## src/hw/rtl/dtu_pkg.sv

```systemverilog
package dtu_pkg;

  localparam int MAX_COLS = 1024;
  localparam int COL_W = $clog2(MAX_COLS);
  localparam int LEN_W = 11;
  localparam int DIST_W = 16;
  localparam logic [DIST_W-1:0] DIST_MAX = 16'hFFFF;
  localparam int EPOCH_W = 24;
  localparam int DIV_W = 26;
  localparam int DVS_W = 9;
  localparam int DIV_STEPS = DIV_W / 2;
  localparam int DIV_CNT_W = 4;
  localparam int CFG_IDX_W = 4;
  localparam int CFG_DATA_W = 16;

  localparam logic [CFG_IDX_W-1:0] REG_RATIO_NUM  = 4'd0;
  localparam logic [CFG_IDX_W-1:0] REG_RATIO_DEN  = 4'd1;
  localparam logic [CFG_IDX_W-1:0] REG_DIST_LIMIT = 4'd2;
  localparam logic [CFG_IDX_W-1:0] REG_ROW_LENGTH = 4'd3;

  localparam logic [1:0] DIV_C1A = 2'd0;
  localparam logic [1:0] DIV_C1B = 2'd1;
  localparam logic [1:0] DIV_C2A = 2'd2;
  localparam logic [1:0] DIV_C2B = 2'd3;

  // Per column: the last value written in each of the three most recent rows
  // that wrote the column, with the row numbers of the two newest.
  typedef struct packed {
    logic [EPOCH_W-1:0] e1;
    logic [EPOCH_W-1:0] e0;
    logic [DIST_W-1:0]  v2;
    logic [DIST_W-1:0]  v1;
    logic [DIST_W-1:0]  v0;
  } hist_t;

  typedef struct packed {
    logic       clr;
    logic       accept;
    logic       rd_first;
    logic       rd_next;
    logic       cap_cur;
    logic       cap_nxt;
    logic       div_start;
    logic [1:0] div_sel;
    logic       div_take;
    logic       finish;
  } dtu_cmd_t;

  typedef struct packed {
    logic clr_last;
    logic start_col_zero;
    logic fg;
    logic div_done;
    logic out_full;
  } dtu_stat_t;

  function automatic hist_t hist_write(hist_t h, logic [EPOCH_W-1:0] e,
                                       logic [DIST_W-1:0] v);
    hist_t h2;
    h2 = h;
    if (h.e0 == e) begin
      h2.v0 = v;
    end else begin
      h2.v2 = h.v1;
      h2.v1 = h.v0;
      h2.v0 = v;
      h2.e1 = h.e0;
      h2.e0 = e;
    end
    return h2;
  endfunction

  function automatic logic [DIST_W-1:0] above_one(hist_t h, logic [EPOCH_W-1:0] e);
    return (h.e0 == e) ? h.v1 : h.v0;
  endfunction

  function automatic logic [DIST_W-1:0] above_two(hist_t h, logic [EPOCH_W-1:0] e);
    logic [EPOCH_W-1:0] em1;
    em1 = e - EPOCH_W'(1);
    if (h.e0 == e) begin
      return (h.e1 == em1) ? h.v2 : h.v1;
    end else if (h.e0 == em1) begin
      return h.v1;
    end else begin
      return h.v0;
    end
  endfunction

endpackage

```

## src/hw/rtl/dtu_ctrl.sv

```systemverilog
module dtu_ctrl
  import dtu_pkg::*;
(
  input  logic      clk,
  input  logic      rst_n,
  input  logic      in_valid,
  output logic      in_ready,
  input  dtu_stat_t stat,
  output dtu_cmd_t  cmd
);

  localparam logic [3:0] S_CLR  = 4'd0;
  localparam logic [3:0] S_IDLE = 4'd1;
  localparam logic [3:0] S_RD0  = 4'd2;
  localparam logic [3:0] S_RD0C = 4'd3;
  localparam logic [3:0] S_RDN  = 4'd4;
  localparam logic [3:0] S_CAP  = 4'd5;
  localparam logic [3:0] S_M1   = 4'd6;
  localparam logic [3:0] S_D1   = 4'd7;
  localparam logic [3:0] S_M2   = 4'd8;
  localparam logic [3:0] S_D2   = 4'd9;
  localparam logic [3:0] S_M3   = 4'd10;
  localparam logic [3:0] S_D3   = 4'd11;
  localparam logic [3:0] S_M4   = 4'd12;
  localparam logic [3:0] S_D4   = 4'd13;
  localparam logic [3:0] S_FIN  = 4'd14;

  logic [3:0] state_r;
  logic [3:0] state_nxt;

  always_comb begin
    state_nxt = state_r;
    cmd       = '0;
    in_ready  = 1'b0;
    case (state_r)
      S_CLR: begin
        cmd.clr = 1'b1;
        if (stat.clr_last) begin
          state_nxt = S_IDLE;
        end
      end
      S_IDLE: begin
        in_ready = 1'b1;
        if (in_valid) begin
          cmd.accept = 1'b1;
          state_nxt  = stat.start_col_zero ? S_RD0 : S_RDN;
        end
      end
      S_RD0: begin
        cmd.rd_first = 1'b1;
        state_nxt    = S_RD0C;
      end
      S_RD0C: begin
        cmd.cap_cur = 1'b1;
        cmd.rd_next = 1'b1;
        state_nxt   = S_CAP;
      end
      S_RDN: begin
        cmd.rd_next = 1'b1;
        state_nxt   = S_CAP;
      end
      S_CAP: begin
        cmd.cap_nxt = 1'b1;
        state_nxt   = stat.fg ? S_M1 : S_FIN;
      end
      S_M1: begin
        cmd.div_sel   = DIV_C1A;
        cmd.div_start = 1'b1;
        state_nxt     = S_D1;
      end
      S_D1: begin
        cmd.div_sel = DIV_C1A;
        if (stat.div_done) begin
          cmd.div_take = 1'b1;
          state_nxt    = S_M2;
        end
      end
      S_M2: begin
        cmd.div_sel   = DIV_C1B;
        cmd.div_start = 1'b1;
        state_nxt     = S_D2;
      end
      S_D2: begin
        cmd.div_sel = DIV_C1B;
        if (stat.div_done) begin
          cmd.div_take = 1'b1;
          state_nxt    = S_M3;
        end
      end
      S_M3: begin
        cmd.div_sel   = DIV_C2A;
        cmd.div_start = 1'b1;
        state_nxt     = S_D3;
      end
      S_D3: begin
        cmd.div_sel = DIV_C2A;
        if (stat.div_done) begin
          cmd.div_take = 1'b1;
          state_nxt    = S_M4;
        end
      end
      S_M4: begin
        cmd.div_sel   = DIV_C2B;
        cmd.div_start = 1'b1;
        state_nxt     = S_D4;
      end
      S_D4: begin
        cmd.div_sel = DIV_C2B;
        if (stat.div_done) begin
          cmd.div_take = 1'b1;
          state_nxt    = S_FIN;
        end
      end
      S_FIN: begin
        if (!stat.out_full) begin
          cmd.finish = 1'b1;
          state_nxt  = S_IDLE;
        end
      end
      default: begin
        state_nxt = S_IDLE;
      end
    endcase
  end

  always_ff @(posedge clk) begin
    if (!rst_n) begin
      state_r <= S_CLR;
    end else begin
      state_r <= state_nxt;
    end
  end

endmodule

```

## config.mk

```make
export PLATFORM = sky130hd
export DESIGN_NAME = dtu_ctrl
export DESIGN_NICKNAME = d
export VERILOG_FILES = /design/src/hw/rtl/dtu_pkg.sv /design/src/hw/rtl/dtu_ctrl.sv
export SDC_FILE = /design/constraint.sdc
export NUM_CORES = 1
export LEC_CHECK = 0
export ABC_AREA = 1
export CAP_MARGIN = 20
export CORE_AREA = 2 2 39 41
export CTS_CLUSTER_SIZE = 40
export DETAILED_ROUTE_END_ITERATION = 6
export DIE_AREA = 0 0 41 43
export DONT_BUFFER_PORTS = 1
export PLACE_DENSITY_LB_ADDON = 0.08
export SETUP_SLACK_MARGIN = 0.3
export SLEW_MARGIN = 20
export SYNTH_ARGS = -nofsm -noshare
export SYNTH_HDL_FRONTEND = slang
export SYNTH_SLANG_ARGS = --single-unit
```

## constraint.sdc

```tcl
create_clock -name clk -period 1.5 [get_ports clk]
set_clock_uncertainty 0.05 [all_clocks]
set_input_delay 0.15 -clock clk [delete_from_list [all_inputs] [get_ports clk]]
set_output_delay 0.15 -clock clk [all_outputs]
set_load 0.05 [all_outputs]
```

# After elaboration in Yosys (flattened, before gate mapping)
# Cells that the tools add are included.
dict set report totals {
  register_bits 4
  wordCells 54
  inputBits 8
  output_inout_bits 12
}
dict set report op_classes {
  n_reduce_logical 8
  n_mux 24
  n_eq_ne 21
}
# operator count
set op_table {}
lappend op_table {{$pmux 4 s14} 1}
lappend op_table {{$mux 4} 8}
lappend op_table {{$eq 4x4->1 const B} 7}
lappend op_table {{$eq 4x3->1 const B} 4}
lappend op_table {{$ne 2x2->1 const B} 7}
lappend op_table {{$mux 1} 13}
lappend op_table {{$eq 4x2->1 const B} 2}
lappend op_table {{$reduce_or 2->1} 4}
lappend op_table {{$reduce_or 4->1} 2}
lappend op_table {{$reduce_and 7->1} 1}
lappend op_table {{$pmux 2 s3} 1}
lappend op_table {{$eq 4x1->1 const B} 1}
lappend op_table {{$logic_not 4->1} 1}
lappend op_table {{$mux 3} 1}

# Longest topological paths before layout
dict set report depth {
  depth_word 3
  mapped_depth 10
  ltp_nobuf 9
}

# Least setup slack after synthesis
# OpenSTA, ideal clock, no wires.
dict set report synth_timing {
  kind {flip-flop to output port}
  from {reg state_r[1]}
  to {out cmd[4] (netlist name)}
  path_buffers 1
  arrival_ps 1677
  stages_incl_launch_ff 4
  path_slack_ps -377
  path_cell_list {dfxtp_1 > buf_4 > nand2_1 > o21ai_0}
}
# element line_no
set synth_lines {}
lappend synth_lines {{start, declared} dtu_ctrl.sv:28} ;# logic [3:0] state_r;
lappend synth_lines {{start signal, assigned} dtu_ctrl.sv:130} ;# state_r <= state_nxt;
lappend synth_lines {{end, declared} dtu_ctrl.sv:9} ;# output dtu_cmd_t cmd

==> run summary <==
=================================================================================
HPWL after detailed placement                                             1020 um
Sequential power share                                                      0.161
Library cell with the largest summed area after synthesis                 nand2_1
ANT nets after route                                                            0
Number of maximum-capacitance violations                                        0
Capturing element type of the critical path                            output pin
Crit path setup slack, layout                                         -0.00107 ns
Die Ht                                                                      43 um
Synthesized area per cell                                                5.18 um2
Worst-case vdd ir drop                                                 0.000978 V
Std-Cell Core Area                                                       1380 um2
Clk sinks                                                                       4
Last weighted congestion value of the routability-driven placer             0.834
Number of antenna violations at the first check in global routing               0
Fraction of layout cells with a size suffix above 1                         0.640
Outcome                                                              finished, violations left
CP Class                                                                  reg2out
Count of different cell masters after synthesis                                18
Root buffer cell                                                         clkbuf_4
Shortest period the worst path allows                                     1.50 ns
Power share of the clock group                                              0.118
Number of cells produced by synthesis                                          87
Registers with the most flip-flops                                     state_r x4
Combinational share of power                                                0.721
Cell Count, Final, Fillers Out                                                127
Cell leakage power                                                    0.000464 uW
Internal Power                                                             576 uW
DIE WIDTH                                                                   41 um
Power density relative to cell area                                   1270 nW/um2
Proportion of synthesized chip area in sequential cells                     0.178
Number of placed I/O pins                                                      20
H-tree depth                                                                    1
Arrival time at the worst endpoint                                        1.30 ns
Most flop-heavy register                                                  state_r
Maximum buffer depth of the clock tree                                          2
Area share of the largest cell type after synthesis                         0.192
Port Buffer Count                                                               0
Full die area                                                            1760 um2
# setup viols final                                                             1
Final-layout fill cell count                                                  114
Worst slew pin tran                                                      0.385 ns
WL final                                                                  1570 um
Max Clk Rate                                                              666 MHz
Vias in the first global route                                                553
Global-route wire length before repair                                    2200 um
Detailed-route DRC error count                                                  0
Detailed-router iteration count before antenna repair                           4
Category of the worst setup path launch point                                flop
Number of antenna repair diodes                                                 0
Synth-to-layout area growth                                                  113%
Via count                                                                     607
RSZ-0062 raised after global routing                                          yes
Starting utilization of the core area                                       0.325
Number of standard-cell rows in the floorplan                                  14
Aggregate global routing overflow                                               0
Largest net degree at the start of global routing                               8
Instance count after placement with tap cells included                        111
Required time of the critical path                                        1.30 ns
Setup slack at placement                                               -0.0145 ns
Crit-path max FO                                                                6
Switching pwr                                                              644 uW
Netlist area before placement                                             450 um2
TritonCTS buffer count                                                          3
Final worst-path cycle share                                                 1.00
Mean number of vias per cell                                                 4.78
Number of nets in the final layout                                            121
Latest clock arrival within the worst-skew pair                           0.25 ns
Iter 0 DRT Violations                                                          14
Hold Fails Final Rpt                                                            0
Violations in the final reports                                      negative setup slack
#FFs+latches synth                                                              4
Flip-flop count of the largest register after layout                            4
Hold WC Path Type                                                          in2reg
Total of warnings raised by yosys                                               0
TritonCTS clock tree                                                          yes
Area post-placement                                                       679 um2
Final cell area excluding filler cells                                    958 um2
Average routed wire per standard cell                                     12.3 um
Switching share of power                                                    0.528
Slew Limit Headroom                                                         0.743
Main area contributors after synthesis                               nand2_1, dfxtp_1, inv_1
Number of nets in the synthesized netlist                                      95
All-Layer GR Usage                                                          0.185
Fin. max-slew vios                                                              0
Register clock-pin slew on the reported worst setup and hold paths        0.04 ns
=================================================================================
path summary, 6_finish.rpt:
| kind | startpoint | to | slack, ns | cells after the start |
|---|---|---|---|---|
| min reg2reg | state_r[2] | state_r[2] | 0.50 | 2 |
| min | rst_n | state_r[1] | 0.008 | 2 |
| max reg2reg | state_r[2] | state_r[2] | 0.05 | 11 |
| max | state_r[2] | cmd[1] | -0.001 | 6 |
layer usage:
metal / vias up / global-route usage / wire (um)
met4: 0 / 0.0800 / 24
met5: - / 0 / 0
li1: 316 / - / -
met1: 267 / 0.232 / 658
met3: 5 / 0.0471 / 72
met2: 19 / 0.284 / 813
critical path, cell delays in order, from the launching register on:
cell        delay [ns]
dfxtp_4           0.37
buf_12            0.14
nor2_4            0.13
nand2_2           0.08
nand3_2           0.09
nand2_2           0.06
clkinvlp_4        0.19
through the flow:
| step | utilization | setup TNS, ns | hold WS [ns] | total power [uW] |
|---|---|---|---|---|
| final | 0.693 | -0.00107 | 0.00816 | 1220 |
| after global routing | 0.693 | -0.0865 | 0.0395 | 1280 |
| after CTS | 0.618 | 0 | 0.00628 | 1100 |
| after detailed placement | 0.491 | -0.0145 | 0.261 | 835 |
| after global placement | 0.491 | -0.00324 | 0.255 | 836 |
| after floorplan | - | 0 | 0.236 | 724 |
timing repair:
action | CTS | global route
setup endpoints to repair | 16 | 16
gates resized for setup | 27 | 18
endpoints found under the hold margin | 1 | 0
hold buffers | 1 | 0
buffers inserted | 8 | 4
pin swaps | 7 | 12
power groups by stage:
stage	sequential (uW)	clock (uW)	combinational [uW]
floorplan	163	0	561
detailed placement	201	0	634
CTS	199	143	760
global placement	199	0	637
global route	201	146	935
finish	196	144	879
layout by cell type, fill, tap and decap left out, types with 3 or more instances in the layout:
cell type	instances
inv_2	6
nand2_2	7
buf_6	7
clkbuf_4	3
nand2_1	11
dfxtp_4	4
nand2_4	7
nand3_1	3
inv_1	9
buf_4	8
nor2_4	8
buf_8	5
nor2_1	9
a21oi_1	3
final cells by class:
class / count / area [um2] / area share
clock buffer: 3 / 22.5 / 0.0235
inverter: 18 / 77.6 / 0.0809
multi-input combinational: 63 / 479 / 0.500
sequential: 4 / 95.1 / 0.0992
tap: 16 / 20.0 / 0.0209
timing repair buffer: 23 / 264 / 0.275
synth_stat cells:
library cell  count
nand2_1          23
inv_1            15
nor2_1           15
nand3_1           5
a21oi_1           4
dfxtp_1           4
o21ai_0           4
inv_2             3
nor2_2            3
nand3b_1          2
nor3_1            2
buf_2             1
buf_4             1
nand2_2           1
nand2_4           1
nand3_2           1
o21ai_1           1
or2_0             1
cells by family after synthesis:
group | synth area share
AO/OA/AOI/OAI | 0.100
flip-flops | 0.178
buffers and inverters | 0.178
AND/OR/NAND/NOR | 0.544
No activity file was read; power rests on OpenSTA's default activity.
